### src/sv/qte_pkg.sv
`timescale 1ns / 1ps
// qte_pkg: shared types, constants and helper functions of the quaternion to
// Euler angle core. No dependencies.
package qte_pkg;

    localparam int PART_W    = 32;   // Q30 part width
    localparam int ACC_W     = 64;   // Q60 accumulator
    localparam int RAD_W     = 61;   // square root radicand, at most 2^60
    localparam int ROOT_W    = 31;   // root, at most 2^30
    localparam int REM_W     = 62;   // square root partial root register
    localparam int OPND_W    = 34;   // atan2 operand width
    localparam int VEC_W     = 38;   // CORDIC vector width, gain headroom
    localparam int ANG_W     = 22;   // angle in 1/4096 degree
    localparam int STEPS     = 16;
    localparam int STEP_W    = 4;
    localparam int DIG_W     = 4;    // multiplier digit
    localparam int MUL_DIGS  = PART_W / DIG_W;
    localparam int MCNT_W    = 3;
    localparam int PC_W      = 5;
    localparam int ACCY_W    = 16;
    localparam int DEG_W     = 16;
    localparam int PITCH_W   = 15;
    localparam int Q_SHIFT   = 29;

    localparam logic signed [PART_W-1:0] ONE_Q30   = 32'sd1073741824;
    localparam logic signed [OPND_W-1:0] ONE_Q30_O = 34'sd1073741824;
    localparam logic signed [ACC_W-1:0]  ONE_Q30_A = 64'sd1073741824;
    localparam logic signed [ACC_W-1:0]  ONE_Q60_A = 64'sd1152921504606846976;
    localparam logic [RAD_W-1:0]         ONE_Q60_R = 61'h1000000000000000;
    localparam logic signed [ANG_W-1:0]  ANG_90    = 22'sd368640;
    localparam logic signed [ANG_W-1:0]  ROLL_LIM  = 22'sd23040;
    localparam logic signed [ANG_W-1:0]  PITCH_LIM = 22'sd11520;
    localparam logic signed [DEG_W:0]    HEAD_OFS  = 17'sd23040;

    localparam logic [PC_W-1:0] PC_UPDATE = 5'd0;
    localparam logic [PC_W-1:0] PC_ITEM   = 5'd4;

    typedef enum logic [1:0] {
        ST_IDLE,
        ST_ISSUE,
        ST_WAIT,
        ST_OUT
    } t_state;

    typedef enum logic [2:0] {
        K_MUL,      // acc (+/-)= a * b
        K_WSQRT,    // w = isqrt(max(1 - acc, 0))
        K_NUM,      // atan2 y operand from acc
        K_DEN,      // atan2 x operand, 1 - acc
        K_SSAT,     // pitch sine, saturated
        K_PSQRT,    // pitch cosine = isqrt(1 - acc)
        K_CORD,     // atan2
        K_DONE
    } t_kind;

    typedef enum logic [2:0] {
        OP_X,
        OP_Y,
        OP_Z,
        OP_W,
        OP_S
    } t_opsel;

    typedef enum logic [1:0] {
        D_ROLL,
        D_PITCH,
        D_YAW
    } t_dst;

    typedef struct packed {
        t_kind  kind;
        t_opsel a;
        t_opsel b;
        logic   first;
        logic   neg;
        t_dst   dst;
    } t_uop;

    typedef struct packed {
        logic start;
        logic first;
        logic neg;
    } t_mul_ctl;

    function automatic t_uop mk(input t_kind k, input t_opsel a, input t_opsel b,
                                input logic f, input logic n, input t_dst d);
        t_uop u;
        u.kind  = k;
        u.a     = a;
        u.b     = b;
        u.first = f;
        u.neg   = n;
        u.dst   = d;
        return u;
    endfunction

    // Micro-program. Items without an update start at PC_ITEM.
    function automatic t_uop prog(input logic [PC_W-1:0] pc);
        t_uop u;
        case (pc)
            5'd0:    u = mk(K_MUL,   OP_X, OP_X, 1'b1, 1'b0, D_ROLL);
            5'd1:    u = mk(K_MUL,   OP_Y, OP_Y, 1'b0, 1'b0, D_ROLL);
            5'd2:    u = mk(K_MUL,   OP_Z, OP_Z, 1'b0, 1'b0, D_ROLL);
            5'd3:    u = mk(K_WSQRT, OP_X, OP_X, 1'b0, 1'b0, D_ROLL);
            5'd4:    u = mk(K_MUL,   OP_W, OP_X, 1'b1, 1'b0, D_ROLL);
            5'd5:    u = mk(K_MUL,   OP_Y, OP_Z, 1'b0, 1'b0, D_ROLL);
            5'd6:    u = mk(K_NUM,   OP_X, OP_X, 1'b0, 1'b0, D_ROLL);
            5'd7:    u = mk(K_MUL,   OP_X, OP_X, 1'b1, 1'b0, D_ROLL);
            5'd8:    u = mk(K_MUL,   OP_Y, OP_Y, 1'b0, 1'b0, D_ROLL);
            5'd9:    u = mk(K_DEN,   OP_X, OP_X, 1'b0, 1'b0, D_ROLL);
            5'd10:   u = mk(K_CORD,  OP_X, OP_X, 1'b0, 1'b0, D_ROLL);
            5'd11:   u = mk(K_MUL,   OP_W, OP_Y, 1'b1, 1'b0, D_PITCH);
            5'd12:   u = mk(K_MUL,   OP_X, OP_Z, 1'b0, 1'b1, D_PITCH);
            5'd13:   u = mk(K_SSAT,  OP_X, OP_X, 1'b0, 1'b0, D_PITCH);
            5'd14:   u = mk(K_MUL,   OP_S, OP_S, 1'b1, 1'b0, D_PITCH);
            5'd15:   u = mk(K_PSQRT, OP_X, OP_X, 1'b0, 1'b0, D_PITCH);
            5'd16:   u = mk(K_CORD,  OP_X, OP_X, 1'b0, 1'b0, D_PITCH);
            5'd17:   u = mk(K_MUL,   OP_W, OP_Z, 1'b1, 1'b0, D_YAW);
            5'd18:   u = mk(K_MUL,   OP_X, OP_Y, 1'b0, 1'b0, D_YAW);
            5'd19:   u = mk(K_NUM,   OP_X, OP_X, 1'b0, 1'b0, D_YAW);
            5'd20:   u = mk(K_MUL,   OP_Y, OP_Y, 1'b1, 1'b0, D_YAW);
            5'd21:   u = mk(K_MUL,   OP_Z, OP_Z, 1'b0, 1'b0, D_YAW);
            5'd22:   u = mk(K_DEN,   OP_X, OP_X, 1'b0, 1'b0, D_YAW);
            5'd23:   u = mk(K_CORD,  OP_X, OP_X, 1'b0, 1'b0, D_YAW);
            default: u = mk(K_DONE,  OP_X, OP_X, 1'b0, 1'b0, D_ROLL);
        endcase
        return u;
    endfunction

    // atan(2^-i) in 1/4096 degree
    function automatic logic signed [ANG_W-1:0] atan_step(input logic [STEP_W-1:0] i);
        logic signed [ANG_W-1:0] a;
        case (i)
            4'd0:    a = 22'sd184320;
            4'd1:    a = 22'sd108810;
            4'd2:    a = 22'sd57492;
            4'd3:    a = 22'sd29184;
            4'd4:    a = 22'sd14649;
            4'd5:    a = 22'sd7331;
            4'd6:    a = 22'sd3667;
            4'd7:    a = 22'sd1833;
            4'd8:    a = 22'sd917;
            4'd9:    a = 22'sd458;
            4'd10:   a = 22'sd229;
            4'd11:   a = 22'sd115;
            4'd12:   a = 22'sd57;
            4'd13:   a = 22'sd29;
            4'd14:   a = 22'sd14;
            4'd15:   a = 22'sd7;
            default: a = '0;
        endcase
        return a;
    endfunction

    function automatic logic signed [PART_W-1:0] sat_part(input logic signed [PART_W-1:0] v);
        if (v > ONE_Q30) begin
            return ONE_Q30;
        end else if (v < -ONE_Q30) begin
            return -ONE_Q30;
        end
        return v;
    endfunction

    // 1/4096 degree to 1/128 degree, rounded, then clamped to +-lim
    function automatic logic signed [DEG_W-1:0] to_deg(input logic signed [ANG_W-1:0] a,
                                                        input logic signed [ANG_W-1:0] lim);
        logic signed [ANG_W-1:0] s;
        logic signed [ANG_W-1:0] t;
        s = a + 22'sd16;
        t = s >>> 5;
        if (t > lim) begin
            t = lim;
        end else if (t < -lim) begin
            t = -lim;
        end
        return t[DEG_W-1:0];
    endfunction

endpackage

### src/sv/qte_if.sv
`timescale 1ns / 1ps
// qte_in_if / qte_out_if: valid-ready request and result channels of the core.
// Depends on qte_pkg for widths.
interface qte_in_if;
    logic                                   valid;
    logic                                   ready;
    logic                                   read_ok;
    logic                                   has_quat9;
    logic signed [qte_pkg::PART_W-1:0]      q_x;
    logic signed [qte_pkg::PART_W-1:0]      q_y;
    logic signed [qte_pkg::PART_W-1:0]      q_z;
    logic signed [qte_pkg::ACCY_W-1:0]      accuracy_in;

    modport source(output valid, read_ok, has_quat9, q_x, q_y, q_z, accuracy_in,
                   input ready);
    modport sink(input valid, read_ok, has_quat9, q_x, q_y, q_z, accuracy_in,
                 output ready);
endinterface

interface qte_out_if;
    logic                                   valid;
    logic                                   ready;
    logic signed [qte_pkg::DEG_W-1:0]       roll_deg;
    logic signed [qte_pkg::PITCH_W-1:0]     pitch_deg;
    logic [qte_pkg::DEG_W-1:0]              heading_deg;
    logic signed [qte_pkg::ACCY_W-1:0]      accuracy_out;

    modport source(output valid, roll_deg, pitch_deg, heading_deg, accuracy_out,
                   input ready);
    modport sink(input valid, roll_deg, pitch_deg, heading_deg, accuracy_out,
                 output ready);
endinterface

### src/sv/qte_mul.sv
`timescale 1ns / 1ps
// qte_mul: digit-serial signed multiply-accumulate, 4 multiplier bits a cycle.
// Depends on qte_pkg.
module qte_mul (
    input  logic                               i_clk,
    input  logic                               i_rst_n,
    input  qte_pkg::t_mul_ctl                  i_ctl,
    input  logic signed [qte_pkg::PART_W-1:0]  i_a,
    input  logic signed [qte_pkg::PART_W-1:0]  i_b,
    output logic signed [qte_pkg::ACC_W-1:0]   o_acc,
    output logic                               o_done
);
    logic signed [qte_pkg::ACC_W-1:0]        r_ma;   // multiplicand, shifts left
    logic [qte_pkg::PART_W-1:0]              r_mb;   // multiplier, shifts right
    logic [qte_pkg::MCNT_W-1:0]              r_cnt;
    logic                                    r_busy;
    logic                                    r_done;
    logic                                    r_neg;
    logic signed [qte_pkg::ACC_W-1:0]        r_acc;
    logic signed [qte_pkg::DIG_W:0]          w_dig;
    logic signed [qte_pkg::ACC_W+qte_pkg::DIG_W:0] w_prod;
    logic signed [qte_pkg::ACC_W-1:0]        w_term;
    logic                                    w_last;

    assign w_last = (r_cnt == qte_pkg::MCNT_W'(qte_pkg::MUL_DIGS - 1));
    // top digit carries the sign of the multiplier
    assign w_dig  = w_last ? {r_mb[qte_pkg::DIG_W-1], r_mb[qte_pkg::DIG_W-1:0]}
                           : {1'b0, r_mb[qte_pkg::DIG_W-1:0]};
    assign w_prod = r_ma * w_dig;
    assign w_term = w_prod[qte_pkg::ACC_W-1:0];

    always_ff @(posedge i_clk) begin
        if (!i_rst_n) begin
            r_busy <= 1'b0;
            r_done <= 1'b0;
            r_cnt  <= '0;
        end else begin
            r_done <= r_busy && w_last;
            if (i_ctl.start) begin
                r_busy <= 1'b1;
                r_cnt  <= '0;
            end else if (r_busy) begin
                r_cnt <= r_cnt + 1'b1;
                if (w_last) begin
                    r_busy <= 1'b0;
                end
            end
        end
    end

    always_ff @(posedge i_clk) begin
        if (i_ctl.start) begin
            r_ma  <= qte_pkg::ACC_W'(i_a);
            r_mb  <= i_b;
            r_neg <= i_ctl.neg;
            if (i_ctl.first) begin
                r_acc <= '0;
            end
        end else if (r_busy) begin
            r_ma  <= r_ma <<< qte_pkg::DIG_W;
            r_mb  <= r_mb >> qte_pkg::DIG_W;
            r_acc <= r_neg ? (r_acc - w_term) : (r_acc + w_term);
        end
    end

    assign o_acc  = r_acc;
    assign o_done = r_done;
endmodule

### src/sv/qte_isqrt.sv
`timescale 1ns / 1ps
// qte_isqrt: floor integer square root, one result bit a cycle.
// Depends on qte_pkg.
module qte_isqrt (
    input  logic                          i_clk,
    input  logic                          i_rst_n,
    input  logic                          i_start,
    input  logic [qte_pkg::RAD_W-1:0]     i_rad,
    output logic [qte_pkg::ROOT_W-1:0]    o_root,
    output logic                          o_done
);
    logic [qte_pkg::RAD_W-1:0]  r_n;
    logic [qte_pkg::REM_W-1:0]  r_r;
    logic [qte_pkg::RAD_W-1:0]  r_b;    // one-hot, walks down two bits a step
    logic                       r_busy;
    logic                       r_done;
    logic [qte_pkg::REM_W-1:0]  w_sum;
    logic                       w_ge;
    logic                       w_last;

    assign w_sum  = r_r + qte_pkg::REM_W'(r_b);
    assign w_ge   = qte_pkg::REM_W'(r_n) >= w_sum;
    assign w_last = r_b[0];

    always_ff @(posedge i_clk) begin
        if (!i_rst_n) begin
            r_busy <= 1'b0;
            r_done <= 1'b0;
        end else begin
            r_done <= r_busy && w_last;
            if (i_start) begin
                r_busy <= 1'b1;
            end else if (r_busy && w_last) begin
                r_busy <= 1'b0;
            end
        end
    end

    always_ff @(posedge i_clk) begin
        if (i_start) begin
            r_n <= i_rad;
            r_r <= '0;
            r_b <= {1'b1, {(qte_pkg::RAD_W-1){1'b0}}};
        end else if (r_busy) begin
            if (w_ge) begin
                r_n <= r_n - w_sum[qte_pkg::RAD_W-1:0];
                r_r <= (r_r >> 1) + qte_pkg::REM_W'(r_b);
            end else begin
                r_r <= r_r >> 1;
            end
            r_b <= r_b >> 2;
        end
    end

    assign o_root = r_r[qte_pkg::ROOT_W-1:0];
    assign o_done = r_done;
endmodule

### src/sv/qte_cordic.sv
`timescale 1ns / 1ps
// qte_cordic: vectoring CORDIC atan2, one micro-rotation a cycle.
// Depends on qte_pkg.
module qte_cordic (
    input  logic                               i_clk,
    input  logic                               i_rst_n,
    input  logic                               i_start,
    input  logic signed [qte_pkg::OPND_W-1:0]  i_x,
    input  logic signed [qte_pkg::OPND_W-1:0]  i_y,
    output logic signed [qte_pkg::ANG_W-1:0]   o_ang,
    output logic                               o_done
);
    logic signed [qte_pkg::VEC_W-1:0]  r_x;
    logic signed [qte_pkg::VEC_W-1:0]  r_y;
    logic signed [qte_pkg::ANG_W-1:0]  r_z;
    logic [qte_pkg::STEP_W-1:0]        r_i;
    logic                              r_zero;
    logic                              r_busy;
    logic                              r_done;
    logic signed [qte_pkg::VEC_W-1:0]  w_x0;
    logic signed [qte_pkg::VEC_W-1:0]  w_y0;
    logic signed [qte_pkg::VEC_W-1:0]  w_dx;
    logic signed [qte_pkg::VEC_W-1:0]  w_dy;
    logic                              w_last;

    assign w_x0   = qte_pkg::VEC_W'(i_x);
    assign w_y0   = qte_pkg::VEC_W'(i_y);
    assign w_dx   = r_y >>> r_i;
    assign w_dy   = r_x >>> r_i;
    assign w_last = (r_i == qte_pkg::STEP_W'(qte_pkg::STEPS - 1));

    always_ff @(posedge i_clk) begin
        if (!i_rst_n) begin
            r_busy <= 1'b0;
            r_done <= 1'b0;
            r_i    <= '0;
        end else begin
            r_done <= r_busy && w_last;
            if (i_start) begin
                r_busy <= 1'b1;
                r_i    <= '0;
            end else if (r_busy) begin
                r_i <= r_i + 1'b1;
                if (w_last) begin
                    r_busy <= 1'b0;
                end
            end
        end
    end

    always_ff @(posedge i_clk) begin
        if (i_start) begin
            r_zero <= (i_x == '0) && (i_y == '0);
            // left half plane: pre-rotate by a quarter turn
            if (i_x < 0) begin
                if (i_y >= 0) begin
                    r_z <= qte_pkg::ANG_90;
                    r_x <= w_y0;
                    r_y <= -w_x0;
                end else begin
                    r_z <= -qte_pkg::ANG_90;
                    r_x <= -w_y0;
                    r_y <= w_x0;
                end
            end else begin
                r_z <= '0;
                r_x <= w_x0;
                r_y <= w_y0;
            end
        end else if (r_busy) begin
            if (r_y > 0) begin
                r_x <= r_x + w_dx;
                r_y <= r_y - w_dy;
                r_z <= r_z + qte_pkg::atan_step(r_i);
            end else begin
                r_x <= r_x - w_dx;
                r_y <= r_y + w_dy;
                r_z <= r_z - qte_pkg::atan_step(r_i);
            end
        end
    end

    assign o_ang  = r_zero ? '0 : r_z;
    assign o_done = r_done;
endmodule

### src/sv/quaternion_to_euler_angles_core.sv
`timescale 1ns / 1ps
// Quaternion to roll / pitch / heading core, one request at a time.
// The time per request is set by the 4-bit digit-serial multiplier (11 products, 14
// when the request updates the quaternion), the bit-serial square root and the 16-step
// CORDIC (x3). Reset (synchronous, active low) clears the stored quaternion.
module quaternion_to_euler_angles_core (
    input  logic         i_clk,
    input  logic         i_rst_n,
    qte_in_if.sink       i_req,
    qte_out_if.source    o_rsp
);
    // Stored quaternion, already saturated to +-1.0 in Q30.
    logic signed [qte_pkg::PART_W-1:0]   r_px;
    logic signed [qte_pkg::PART_W-1:0]   r_py;
    logic signed [qte_pkg::PART_W-1:0]   r_pz;
    logic [qte_pkg::ROOT_W-1:0]          r_w;
    logic signed [qte_pkg::ACCY_W-1:0]   r_accy;

    // Sequencer
    qte_pkg::t_state                     r_state;
    qte_pkg::t_state                     n_state;
    logic [qte_pkg::PC_W-1:0]            r_pc;
    logic [qte_pkg::PC_W-1:0]            n_pc;
    qte_pkg::t_uop                       w_uop;

    // Working values
    logic signed [qte_pkg::PART_W-1:0]   r_s;    // pitch sine, Q30
    logic signed [qte_pkg::OPND_W-1:0]   r_cx;   // atan2 x
    logic signed [qte_pkg::OPND_W-1:0]   r_cy;   // atan2 y
    logic signed [qte_pkg::DEG_W-1:0]    r_roll;
    logic signed [qte_pkg::PITCH_W-1:0]  r_pitch;
    logic [qte_pkg::DEG_W-1:0]           r_head;

    // Output register
    logic                                r_ov;
    logic signed [qte_pkg::DEG_W-1:0]    r_o_roll;
    logic signed [qte_pkg::PITCH_W-1:0]  r_o_pitch;
    logic [qte_pkg::DEG_W-1:0]           r_o_head;
    logic signed [qte_pkg::ACCY_W-1:0]   r_o_accy;

    // Unit hookup
    qte_pkg::t_mul_ctl                   w_mul_ctl;
    logic signed [qte_pkg::PART_W-1:0]   w_opa;
    logic signed [qte_pkg::PART_W-1:0]   w_opb;
    logic signed [qte_pkg::ACC_W-1:0]    w_acc;
    logic signed [qte_pkg::ACC_W-1:0]    w_acc_sh;
    logic                                w_mul_done;
    logic                                w_sqrt_start;
    logic [qte_pkg::RAD_W-1:0]           w_rad;
    logic [qte_pkg::ROOT_W-1:0]          w_root;
    logic                                w_sqrt_done;
    logic                                w_cord_start;
    logic signed [qte_pkg::ANG_W-1:0]    w_ang;
    logic                                w_cord_done;
    logic                                w_unit_done;
    logic                                w_accept;
    logic                                w_update;
    logic                                w_out_free;
    logic signed [qte_pkg::DEG_W-1:0]    w_deg;
    logic signed [qte_pkg::DEG_W:0]      w_head;

    assign w_uop      = qte_pkg::prog(r_pc);
    assign w_accept   = i_req.valid && i_req.ready;
    assign w_update   = i_req.read_ok && i_req.has_quat9;
    assign w_out_free = !r_ov || o_rsp.ready;
    assign w_acc_sh   = w_acc >>> qte_pkg::Q_SHIFT;

    function automatic logic signed [qte_pkg::PART_W-1:0] opnd(input qte_pkg::t_opsel s,
        input logic signed [qte_pkg::PART_W-1:0] x, input logic signed [qte_pkg::PART_W-1:0] y,
        input logic signed [qte_pkg::PART_W-1:0] z, input logic [qte_pkg::ROOT_W-1:0] w,
        input logic signed [qte_pkg::PART_W-1:0] sn);
        logic signed [qte_pkg::PART_W-1:0] v;
        case (s)
            qte_pkg::OP_X: v = x;
            qte_pkg::OP_Y: v = y;
            qte_pkg::OP_Z: v = z;
            qte_pkg::OP_W: v = {1'b0, w};
            qte_pkg::OP_S: v = sn;
            default:       v = '0;
        endcase
        return v;
    endfunction

    assign w_opa = opnd(w_uop.a, r_px, r_py, r_pz, r_w, r_s);
    assign w_opb = opnd(w_uop.b, r_px, r_py, r_pz, r_w, r_s);

    // w radicand: 1 - (x^2+y^2+z^2) clamped at zero; pitch radicand: 1 - s^2
    always_comb begin
        if (w_uop.kind == qte_pkg::K_WSQRT) begin
            w_rad = (w_acc < qte_pkg::ONE_Q60_A)
                  ? (qte_pkg::ONE_Q60_R - w_acc[qte_pkg::RAD_W-1:0]) : '0;
        end else begin
            w_rad = qte_pkg::ONE_Q60_R - w_acc[qte_pkg::RAD_W-1:0];
        end
    end

    always_comb begin
        case (w_uop.kind)
            qte_pkg::K_MUL:   w_unit_done = w_mul_done;
            qte_pkg::K_WSQRT: w_unit_done = w_sqrt_done;
            qte_pkg::K_PSQRT: w_unit_done = w_sqrt_done;
            default:          w_unit_done = w_cord_done;
        endcase
    end

    // Next state
    always_comb begin
        n_state = r_state;
        case (r_state)
            qte_pkg::ST_IDLE: begin
                if (i_req.valid) begin
                    n_state = qte_pkg::ST_ISSUE;
                end
            end
            qte_pkg::ST_ISSUE: begin
                case (w_uop.kind)
                    qte_pkg::K_MUL, qte_pkg::K_WSQRT, qte_pkg::K_PSQRT,
                    qte_pkg::K_CORD: n_state = qte_pkg::ST_WAIT;
                    qte_pkg::K_DONE: n_state = qte_pkg::ST_OUT;
                    default:         n_state = qte_pkg::ST_ISSUE;
                endcase
            end
            qte_pkg::ST_WAIT: begin
                if (w_unit_done) begin
                    n_state = qte_pkg::ST_ISSUE;
                end
            end
            qte_pkg::ST_OUT: begin
                if (w_out_free) begin
                    n_state = qte_pkg::ST_IDLE;
                end
            end
            default: n_state = qte_pkg::ST_IDLE;
        endcase
    end

    // Sequencer outputs
    always_comb begin
        i_req.ready     = 1'b0;
        w_mul_ctl       = '0;
        w_sqrt_start    = 1'b0;
        w_cord_start    = 1'b0;
        n_pc            = r_pc;
        case (r_state)
            qte_pkg::ST_IDLE: begin
                i_req.ready = 1'b1;
                if (i_req.valid) begin
                    n_pc = w_update ? qte_pkg::PC_UPDATE : qte_pkg::PC_ITEM;
                end
            end
            qte_pkg::ST_ISSUE: begin
                case (w_uop.kind)
                    qte_pkg::K_MUL: begin
                        w_mul_ctl.start = 1'b1;
                        w_mul_ctl.first = w_uop.first;
                        w_mul_ctl.neg   = w_uop.neg;
                    end
                    qte_pkg::K_WSQRT, qte_pkg::K_PSQRT: w_sqrt_start = 1'b1;
                    qte_pkg::K_CORD:                    w_cord_start = 1'b1;
                    qte_pkg::K_NUM, qte_pkg::K_DEN,
                    qte_pkg::K_SSAT:                    n_pc = r_pc + 1'b1;
                    default: ;
                endcase
            end
            qte_pkg::ST_WAIT: begin
                if (w_unit_done) begin
                    n_pc = r_pc + 1'b1;
                end
            end
            default: ;
        endcase
    end

    always_ff @(posedge i_clk) begin
        if (!i_rst_n) begin
            r_state <= qte_pkg::ST_IDLE;
            r_pc    <= '0;
            r_ov    <= 1'b0;
            r_px    <= '0;
            r_py    <= '0;
            r_pz    <= '0;
            r_w     <= '0;
            r_accy  <= '0;
        end else begin
            r_state <= n_state;
            r_pc    <= n_pc;
            if (w_accept && w_update) begin
                r_px   <= qte_pkg::sat_part(i_req.q_x);
                r_py   <= qte_pkg::sat_part(i_req.q_y);
                r_pz   <= qte_pkg::sat_part(i_req.q_z);
                r_accy <= i_req.accuracy_in;
            end
            if (r_state == qte_pkg::ST_WAIT && w_sqrt_done &&
                w_uop.kind == qte_pkg::K_WSQRT) begin
                r_w <= w_root;
            end
            if (r_state == qte_pkg::ST_OUT && w_out_free) begin
                r_ov <= 1'b1;
            end else if (o_rsp.ready) begin
                r_ov <= 1'b0;
            end
        end
    end

    assign w_deg  = qte_pkg::to_deg(w_ang, (w_uop.dst == qte_pkg::D_PITCH)
                                           ? qte_pkg::PITCH_LIM : qte_pkg::ROLL_LIM);
    assign w_head = qte_pkg::HEAD_OFS - (qte_pkg::DEG_W+1)'(w_deg);

    // Working datapath, no reset needed
    always_ff @(posedge i_clk) begin
        if (r_state == qte_pkg::ST_ISSUE) begin
            case (w_uop.kind)
                qte_pkg::K_NUM: r_cy <= w_acc_sh[qte_pkg::OPND_W-1:0];
                qte_pkg::K_DEN: r_cx <= qte_pkg::ONE_Q30_O - w_acc_sh[qte_pkg::OPND_W-1:0];
                qte_pkg::K_SSAT: begin
                    if (w_acc_sh > qte_pkg::ONE_Q30_A) begin
                        r_s  <= qte_pkg::ONE_Q30;
                        r_cy <= qte_pkg::ONE_Q30_O;
                    end else if (w_acc_sh < -qte_pkg::ONE_Q30_A) begin
                        r_s  <= -qte_pkg::ONE_Q30;
                        r_cy <= -qte_pkg::ONE_Q30_O;
                    end else begin
                        r_s  <= w_acc_sh[qte_pkg::PART_W-1:0];
                        r_cy <= w_acc_sh[qte_pkg::OPND_W-1:0];
                    end
                end
                default: ;
            endcase
        end
        if (r_state == qte_pkg::ST_WAIT && w_unit_done) begin
            case (w_uop.kind)
                qte_pkg::K_PSQRT: r_cx <= qte_pkg::OPND_W'(w_root);
                qte_pkg::K_CORD: begin
                    case (w_uop.dst)
                        qte_pkg::D_ROLL:  r_roll  <= w_deg;
                        qte_pkg::D_PITCH: r_pitch <= w_deg[qte_pkg::PITCH_W-1:0];
                        default:          r_head  <= w_head[qte_pkg::DEG_W-1:0];
                    endcase
                end
                default: ;
            endcase
        end
        if (r_state == qte_pkg::ST_OUT && w_out_free) begin
            r_o_roll  <= r_roll;
            r_o_pitch <= r_pitch;
            r_o_head  <= r_head;
            r_o_accy  <= r_accy;
        end
    end

    qte_mul u_mul (
        .i_clk   (i_clk),
        .i_rst_n (i_rst_n),
        .i_ctl   (w_mul_ctl),
        .i_a     (w_opa),
        .i_b     (w_opb),
        .o_acc   (w_acc),
        .o_done  (w_mul_done)
    );

    qte_isqrt u_isqrt (
        .i_clk   (i_clk),
        .i_rst_n (i_rst_n),
        .i_start (w_sqrt_start),
        .i_rad   (w_rad),
        .o_root  (w_root),
        .o_done  (w_sqrt_done)
    );

    qte_cordic u_cordic (
        .i_clk   (i_clk),
        .i_rst_n (i_rst_n),
        .i_start (w_cord_start),
        .i_x     (r_cx),
        .i_y     (r_cy),
        .o_ang   (w_ang),
        .o_done  (w_cord_done)
    );

    assign o_rsp.valid        = r_ov;
    assign o_rsp.roll_deg     = r_o_roll;
    assign o_rsp.pitch_deg    = r_o_pitch;
    assign o_rsp.heading_deg  = r_o_head;
    assign o_rsp.accuracy_out = r_o_accy;
endmodule

### src/flat_wrapper.sv
// flat-port wrapper written by rule: the top's interface ports become plain ports
module quaternion_to_euler_angles_core_flat 
  (i_clk, i_rst_n, i_req_valid, i_req_read_ok, i_req_has_quat9, i_req_q_x, i_req_q_y, i_req_q_z, i_req_accuracy_in, i_req_ready, o_rsp_valid, o_rsp_roll_deg, o_rsp_pitch_deg, o_rsp_heading_deg, o_rsp_accuracy_out, o_rsp_ready);
  qte_in_if i_req_i ();
  qte_out_if o_rsp_i ();
  input  logic i_clk;
  input  logic i_rst_n;
  input wire logic [$bits(i_req_i.valid)-1:0] i_req_valid;
  input wire logic [$bits(i_req_i.read_ok)-1:0] i_req_read_ok;
  input wire logic [$bits(i_req_i.has_quat9)-1:0] i_req_has_quat9;
  input wire logic [$bits(i_req_i.q_x)-1:0] i_req_q_x;
  input wire logic [$bits(i_req_i.q_y)-1:0] i_req_q_y;
  input wire logic [$bits(i_req_i.q_z)-1:0] i_req_q_z;
  input wire logic [$bits(i_req_i.accuracy_in)-1:0] i_req_accuracy_in;
  output wire logic [$bits(i_req_i.ready)-1:0] i_req_ready;
  output wire logic [$bits(o_rsp_i.valid)-1:0] o_rsp_valid;
  output wire logic [$bits(o_rsp_i.roll_deg)-1:0] o_rsp_roll_deg;
  output wire logic [$bits(o_rsp_i.pitch_deg)-1:0] o_rsp_pitch_deg;
  output wire logic [$bits(o_rsp_i.heading_deg)-1:0] o_rsp_heading_deg;
  output wire logic [$bits(o_rsp_i.accuracy_out)-1:0] o_rsp_accuracy_out;
  input wire logic [$bits(o_rsp_i.ready)-1:0] o_rsp_ready;
  assign i_req_i.valid = i_req_valid;
  assign i_req_i.read_ok = i_req_read_ok;
  assign i_req_i.has_quat9 = i_req_has_quat9;
  assign i_req_i.q_x = i_req_q_x;
  assign i_req_i.q_y = i_req_q_y;
  assign i_req_i.q_z = i_req_q_z;
  assign i_req_i.accuracy_in = i_req_accuracy_in;
  assign i_req_ready = i_req_i.ready;
  assign o_rsp_valid = o_rsp_i.valid;
  assign o_rsp_roll_deg = o_rsp_i.roll_deg;
  assign o_rsp_pitch_deg = o_rsp_i.pitch_deg;
  assign o_rsp_heading_deg = o_rsp_i.heading_deg;
  assign o_rsp_accuracy_out = o_rsp_i.accuracy_out;
  assign o_rsp_i.ready = o_rsp_ready;
  quaternion_to_euler_angles_core u_core (.i_clk(i_clk), .i_rst_n(i_rst_n), .i_req(i_req_i), .o_rsp(o_rsp_i));
endmodule
### config.mk
export PLATFORM = sky130hd
export DESIGN_NAME = quaternion_to_euler_angles_core_flat
export DESIGN_NICKNAME = d
export VERILOG_FILES = /design/src/sv/qte_pkg.sv /design/src/sv/qte_if.sv /design/src/sv/qte_mul.sv /design/src/sv/qte_isqrt.sv /design/src/sv/qte_cordic.sv /design/src/sv/quaternion_to_euler_angles_core.sv /design/src/flat_wrapper.sv
export SDC_FILE = /design/constraint.sdc
export NUM_CORES = 2
export LEC_CHECK = 0
export BUFFER_PORTS_ARGS = -buffer_cell sky130_fd_sc_hd__clkbuf_2
export CORE_UTILIZATION = 38
export DETAILED_ROUTE_END_ITERATION = 7
export GPL_TIMING_DRIVEN = 0
export SLEW_MARGIN = 20
export SYNTH_ARGS = -nofsm -noshare
export SYNTH_HDL_FRONTEND = slang
export SYNTH_SLANG_ARGS = --single-unit
### constraint.sdc
create_clock -name i_clk -period 12 [get_ports i_clk]
set_clock_uncertainty 0.05 [all_clocks]
set_input_delay 2.4 -clock i_clk [delete_from_list [all_inputs] [get_ports i_clk]]
set_output_delay 2.4 -clock i_clk [all_outputs]
set_load 0.05 [all_outputs]
* Word level (Yosys, flattened, before mapping) *
Memories as Yosys holds them, arrays and structs flattened. A register that Yosys moved wholly into a read port is not among the register bits.
Index checks and enable logic that the tools add are counted.
W data, S select, Z words.

storage, ports and cells
  output and inout port bits = 65
  input port bits = 118
  memories kept = 3
  register bits after elaboration = 788
  ROM bits = 992
  memory bits (writable) = 0
  bits in latches = 0

operators by class
  reductions and logical operators = 45
  divide/modulo/power cells = 0
  eq/ne operators = 26
  $lt $le $gt $ge = 15
  multipliers = 1
  muxes and demuxes = 105
  shifts and indexed selects = 2
  add/subtract/negate cells = 21
  bitwise gates (word level) = 2

memories
  memory            words  bits a word  read ports  clocked after memory_dff  wr ports  RTL line        source
  (name not given)  32     13           1           1                         0         qte_pkg.sv:100  case (pc)
  (name not given)  16     18           1           1                         0         qte_pkg.sv:133  case (i)
  (name not given)  16     18           1           1                         0         qte_pkg.sv:133

operators by type and width
  cell                    count
  $mux W32                12
  $mux W64                6
  $mux W38                10
  $pmux W32 S5            2
  $mux W61                5
  $mux W22                12
  $mux W34                6
  $gt A32 B32 Y1 const B  3
  $lt A32 B31 Y1 const B  3
  $add A38 B38 Y38        2
  $neg A34 Y38            2
  $sshr A38 B4 Y38        2
  $sub A38 B38 Y38        2
  $logic_not A34 Y1       2
  $pmux W34 S2            1
  $add A64 B64 Y64        1
  $lt A64 B62 Y1 const B  1
  $mul A64 B5 Y64         1
  $sub A64 B64 Y64        1
  $add A61 B61 Y62        1
  $add A62 B61 Y62        1
  $ge A61 B62 Y1          1
  $mux W62                1
  $sub A61 B61 Y61        1
  other kinds (50)        138

* Longest topological paths before layout *
  depth after elaboration = 8
  mapped depth = 38
  depth with buffers taken out = 36

* Cells and area by module *
A second synthesis with hierarchy kept.

second synthesis, totals
  cell total of the unflattened synthesis = 8774
  area, all modules = 75622.5 um^2

by module, submodules not included
  module                           area each (um^2)  instances  seq. area each (um^2)  cells each
  qte_mul                          23283.6           1          4934.7                 2677
  quaternion_to_euler_angles_core  19099.6           1          9228.9                 2003
  qte_cordic                       18836.8           1          3453.3                 2274
  qte_isqrt                        14402.6           1          3733.6                 1820

* Least setup slack after synthesis *
OpenSTA, ideal clock, no wires.

  path kind = reg2reg
  from = reg u_core.u_mul.r_cnt[0] (netlist bit)
  to = reg u_core.u_mul.r_acc (netlist bit u_core.u_mul.o_acc[61]) (data pin)
  arrival time = 8454 ps
  period minus slack after synthesis = 8770 ps
  required time = 11684 ps
  setup slack = 3230 ps
  setup time = 266 ps
  stages on the path, launching flop included = 37
  path buffers = 1
  cells stage by stage = dfxtp_1 > ha_1 > ha_1 > nand2_1 > clkbuf_1 > inv_1 > fa_1 > inv_1 > fa_1 > fa_1 > inv_1 > fa_1 > a211o_1 > a21o_1 > a211o_1 > xor2_1 > a2111oi_4 > nand3b_2 > nor4b_4 > nand2_1 > o31a_1 > xnor2_1 > ha_1 > a21o_1 > a21oi_1 > o21ai_0 > or3_1 > a221oi_1 > o21ai_0 > a21oi_1 > a21oi_1 > a41o_1 > a31oi_1 > nor2_1 > a221oi_1 > xor2_1 > nor2_1

on the way
  cells in the longest elaborated chain, start to end = 7
  elaborated cells between the ends (all ways) = 8
  classes of those cells = add/sub (2); mul (1); eq/ne (1); mux (4)

ends and longest elaborated chain
  item                                                  RTL line       source
  start: declaration                                    qte_mul.sv:15  logic [qte_pkg::MCNT_W-1:0] r_cnt;
  start signal: assignment                              qte_mul.sv:43  r_cnt <= r_cnt + 1'b1;
  $eq A3 B3 Y1 (*)                                      qte_mul.sv:25  assign w_last = (r_cnt == qte_pkg::MCNT_W'(qte_pkg::MUL_DIGS - 1));
  $mux W5 (*)                                           qte_mul.sv:27  assign w_dig = w_last ? {r_mb[qte_pkg::DIG_W-1], r_mb[qte_pkg::DIG_W-1:0]}
  $mul A64 B5 Y64 (*)                                   qte_mul.sv:29  assign w_prod = r_ma * w_dig;
  $add A64 B64 Y64 or $sub A64 B64 Y64 (tied branches)  qte_mul.sv:62  r_acc <= r_neg ? (r_acc - w_term) : (r_acc + w_term);
  $mux W64 (*)                                          qte_mul.sv:62
  $mux W64 (*)                                          qte_mul.sv:59  end else if (r_busy) begin
  $mux W64 (*)                                          qte_mul.sv:52  if (i_ctl.start) begin
  end signal: assignment                                qte_mul.sv:62
  end: declaration                                      qte_mul.sv:19  logic signed [qte_pkg::ACC_W-1:0] r_acc;

Every way passes the cells marked *; elsewhere a longest branch is shown, timed or not. The select of a mux whose other input is x is not followed.
A chain may end at the register's enable or synchronous reset.

* Worst setup path after layout *
  from = reg u_core.u_mul.r_mb[2] (netlist bit)
  to = reg u_core.u_mul.r_acc (netlist bit u_core.u_mul.o_acc[61]) (data pin)

on the way
  cells in the longest elaborated chain, start to end = 6
  elaborated cells between the ends (all ways) = 7
  classes of those cells = add/sub (2); mul (1); mux (4)

ends and longest elaborated chain
  item                                                  RTL line       source
  start: declaration                                    qte_mul.sv:14  logic [qte_pkg::PART_W-1:0] r_mb;
  start signal: assignment                              qte_mul.sv:54  r_mb <= i_b;
  start signal: assignment                              qte_mul.sv:61  r_mb <= r_mb >> qte_pkg::DIG_W;
  $mux W5 (*)                                           qte_mul.sv:27
  $mul A64 B5 Y64 (*)                                   qte_mul.sv:29
  $add A64 B64 Y64 or $sub A64 B64 Y64 (tied branches)  qte_mul.sv:62
  $mux W64 (*)                                          qte_mul.sv:62
  $mux W64 (*)                                          qte_mul.sv:59
  $mux W64 (*)                                          qte_mul.sv:52

Marks and branches as above.

==> summary.md <==
| Metric | Value |
|---|---|
| Clock Latency Late Sink | `0.78 ns` |
| Relative slew slack | `0.166` |
| R2R setup slack | `0.42 ns` |
| Mapped Cells | `8051` |
| Synth-to-layout area growth | `11.1%` |
| Synth Register Bits | `818` |
| Initial antenna violation count | `9` |
| Cts bufs inserted | `98` |
| Routed len/inst | `22.6 um` |
| Crit Path Category | `reg -> reg` |
| Register area | `21400 um2` |
| Clk buf depth | `3` |
| Slew @ Worst Pin | `1.25 ns` |
| I/O Pins | `183` |
| CTS clk-pin slew, worst paths | `0.06 ns` |
| Vias in the first global route | `59677` |
| Setup bufs post-CTS | `0` |
| Clk root buf | `clkbuf_16` |
| Die height | `432 um` |
| Via density | `5.73` |
| Final HPWL DP | `197 mm` |
| Critical path launch point type | `flip-flop` |
| Worst-path maximum fanout | `10` |
| Element type at the critical path end | `flip-flop` |
| Vias | `62480` |
| Setup Viol. Count Final | `0` |
| # DRC | `0` |
| Status | `finished clean` |
| H-Tree Depth | `3` |
| Max-slew violations | `0` |
| RSZ-0062 raised after global routing | `false` |
| Row Count | `157` |
| Final WL | `247 mm` |
| Fmax | `86.4 MHz` |
| Top FF cell, synth | `edfxtp_1` |
| Die area | `187000 um2` |
| Area of the multi-input gates | `45700 um2` |
| Avg Inst Size Synth | `8.74 um2` |
| Critical Path AT | `11.99 ns` |
| Sequential area share after synthesis | `0.304` |
| Core area | `183000 um2` |
| DR pass1 iterations | `7` |
| Post-layout nets | `9094` |
| Die width | `432 um` |
| Largest net degree at the start of global routing | `53` |
| Global route overflow | `0` |
| Initial Utilization | `0.383` |
| CTS tree | `done` |
| Worst hold path type | `reg -> reg` |
| Final worst path period need | `11.58 ns` |
| Unique masters post-synth | `99` |
| Post-synth EDFFs | `497` |
| Routed Antenna Nets | `0` |
| Share of cells above drive strength 1 | `0.0800` |
| Net Count, Synth | `8801` |
| FFs w/ async S/R, synth | `0` |
| Port buffer count | `181` |
| Slowest stage delay, CP | `0.87 ns` |
| Maxcap violations | `0` |
| GPL Wtd Cong | `1.02` |
| Mapped Area | `70300 um2` |
| Fill cells | `18338` |
| Fin crit share | `0.965` |
| All-Layer GR Usage | `0.256` |
| Number of synthesis warnings | `0` |
| Setup TNS | `0 ns` |
| Cell type of the slowest stage on the worst timing path | `clkbuf_1` |
| Endpoints failing hold | `0` |
| Initial DRC count | `5831` |
| CTS Sinks | `818` |
| First-pass GRT wire length | `369 mm` |
| CP required | `12.41 ns` |
-- cells in the mapped netlist (152+ instances only) --
cell type | n | area share
o21ai_0 | 514 | 0.037
a21o_1 | 163 | 0.017
inv_1 | 457 | 0.024
nand2_1 | 826 | 0.044
dfxtp_1 | 321 | 0.091
a21oi_1 | 472 | 0.034
clkbuf_1 | 361 | 0.019
ha_1 | 447 | 0.080
xor2_1 | 326 | 0.041
edfxtp_1 | 497 | 0.21
and2_1 | 332 | 0.030
xnor2_1 | 343 | 0.043
fa_1 | 185 | 0.053
a22oi_1 | 152 | 0.016
nor2b_1 | 155 | 0.014
nor2_1 | 594 | 0.032
-- sequential cells by signal (all words and copies together), names as in the netlist, 32 cells and up, named ones only --
name and cells:
u_core.u_mul.r_ma 64, u_core.r_cy 34, u_core.u_mul.r_mb 32, u_core.u_cordic.r_y 38, u_core.r_px 32, u_core.r_py 32
u_core.r_pz 32, u_core.u_mul.o_acc 64, u_core.r_s 32, u_core.u_isqrt.r_n 61, u_core.u_cordic.r_x 38, u_core.u_isqrt.r_r 62
u_core.r_cx 34
-- timing repair --
| action | CTS | global route |
|---|---|---|
| resized for setup | 0 | 0 |
| hold buffers | 0 | 0 |
| setup endpoints to repair | 0 | 5 |
-- cells in the final DEF, fill, tap and decap left out, drive strengths merged, types with 84 or more instances in the layout --
cell / count
mux4: 84
edfxtp: 497
mux2i: 146
xnor2: 343
fa: 185
nor2: 594
o21ai: 523
ha: 447
a31oi: 110
o22ai: 97
a21oi: 478
dfxtp: 321
a22oi: 152
nand2b: 84
nand2: 826
nand3: 123
and2: 333
inv: 479
clkbuf: 671
nor2b: 155
a21o: 163
nor3: 144
xor2: 326
-- critical path: cells and delay by family (launching register included) --
family,cells,cell delay (ns)
AOI/OAI and AO/OA,11,2.79
and+or+nand+nor,10,2.79
xor gates and xnor gates,3,1.23
adders and majority gates,5,2.51
DFF,1,0.32
buffers and inverters,3,1.61
-- metal layers --
metal | GRT usage | vias to the layer above | routed length [um]
met4 | 0.118 | 0 | 12400
met5 | 0 | - | 0
met3 | 0.0299 | 456 | 15300
met1 | 0.340 | 30270 | 106000
met2 | 0.417 | 2327 | 113000
li1 | - | 29427 | -
-- per-stage QoR --
stage | std cells | hold slack [ns] | utilization | worst slack (ns) | cell area, um2
2_1_floorplan | 8051 | 0.350 | - | 3.23 | 70300
3_3_place_gp | 10696 | 0.354 | 0.405 | 0.366 | 74300
3_5_place_dp | 10709 | 0.355 | 0.407 | 0.394 | 74700
4_1_cts | 10895 | 0.370 | 0.426 | 0.312 | 78100
5_1_grt | 10894 | 0.372 | 0.426 | 0.0637 | 78100
6_report | 10896 | 0.369 | 0.426 | 0.423 | 78100
-- cells by family after synthesis --
kind of cell,count (synthesis),share of synthesized area
simple gates,2665,0.185
compound gates,2084,0.190
buf+inv,892,0.0485
flops,818,0.304
xor+xnor,669,0.0833
fa+ha+maj,632,0.132
mux,291,0.0574
-- layout make-up --
type	count	area share
sequential	818	0.273
timing repair buffer	194	0.0151
clock buffer	125	0.0351
clock inverter	61	0.00855
multi-input combinational	6341	0.585
buffer	432	0.0216
tap	2464	0.0395
inverter	459	0.0221
antenna	2	0.0000641
-- final timing paths --
kind	startpoint	endpoint	depth (start not counted)
setup / recovery	u_core.u_mul.r_mb[2]	u_core.u_mul.o_acc[61]	32
hold / removal	u_core.r_head[8]	u_core.o_rsp.heading_deg[8]	0
setup reg to reg	u_core.u_mul.r_mb[2]	u_core.u_mul.o_acc[61]	32
hold reg to reg	u_core.r_head[8]	u_core.o_rsp.heading_deg[8]	0
Power is not shown: default switching activity piles up to over one toggle a cycle in this logic, so the estimate is an artifact.
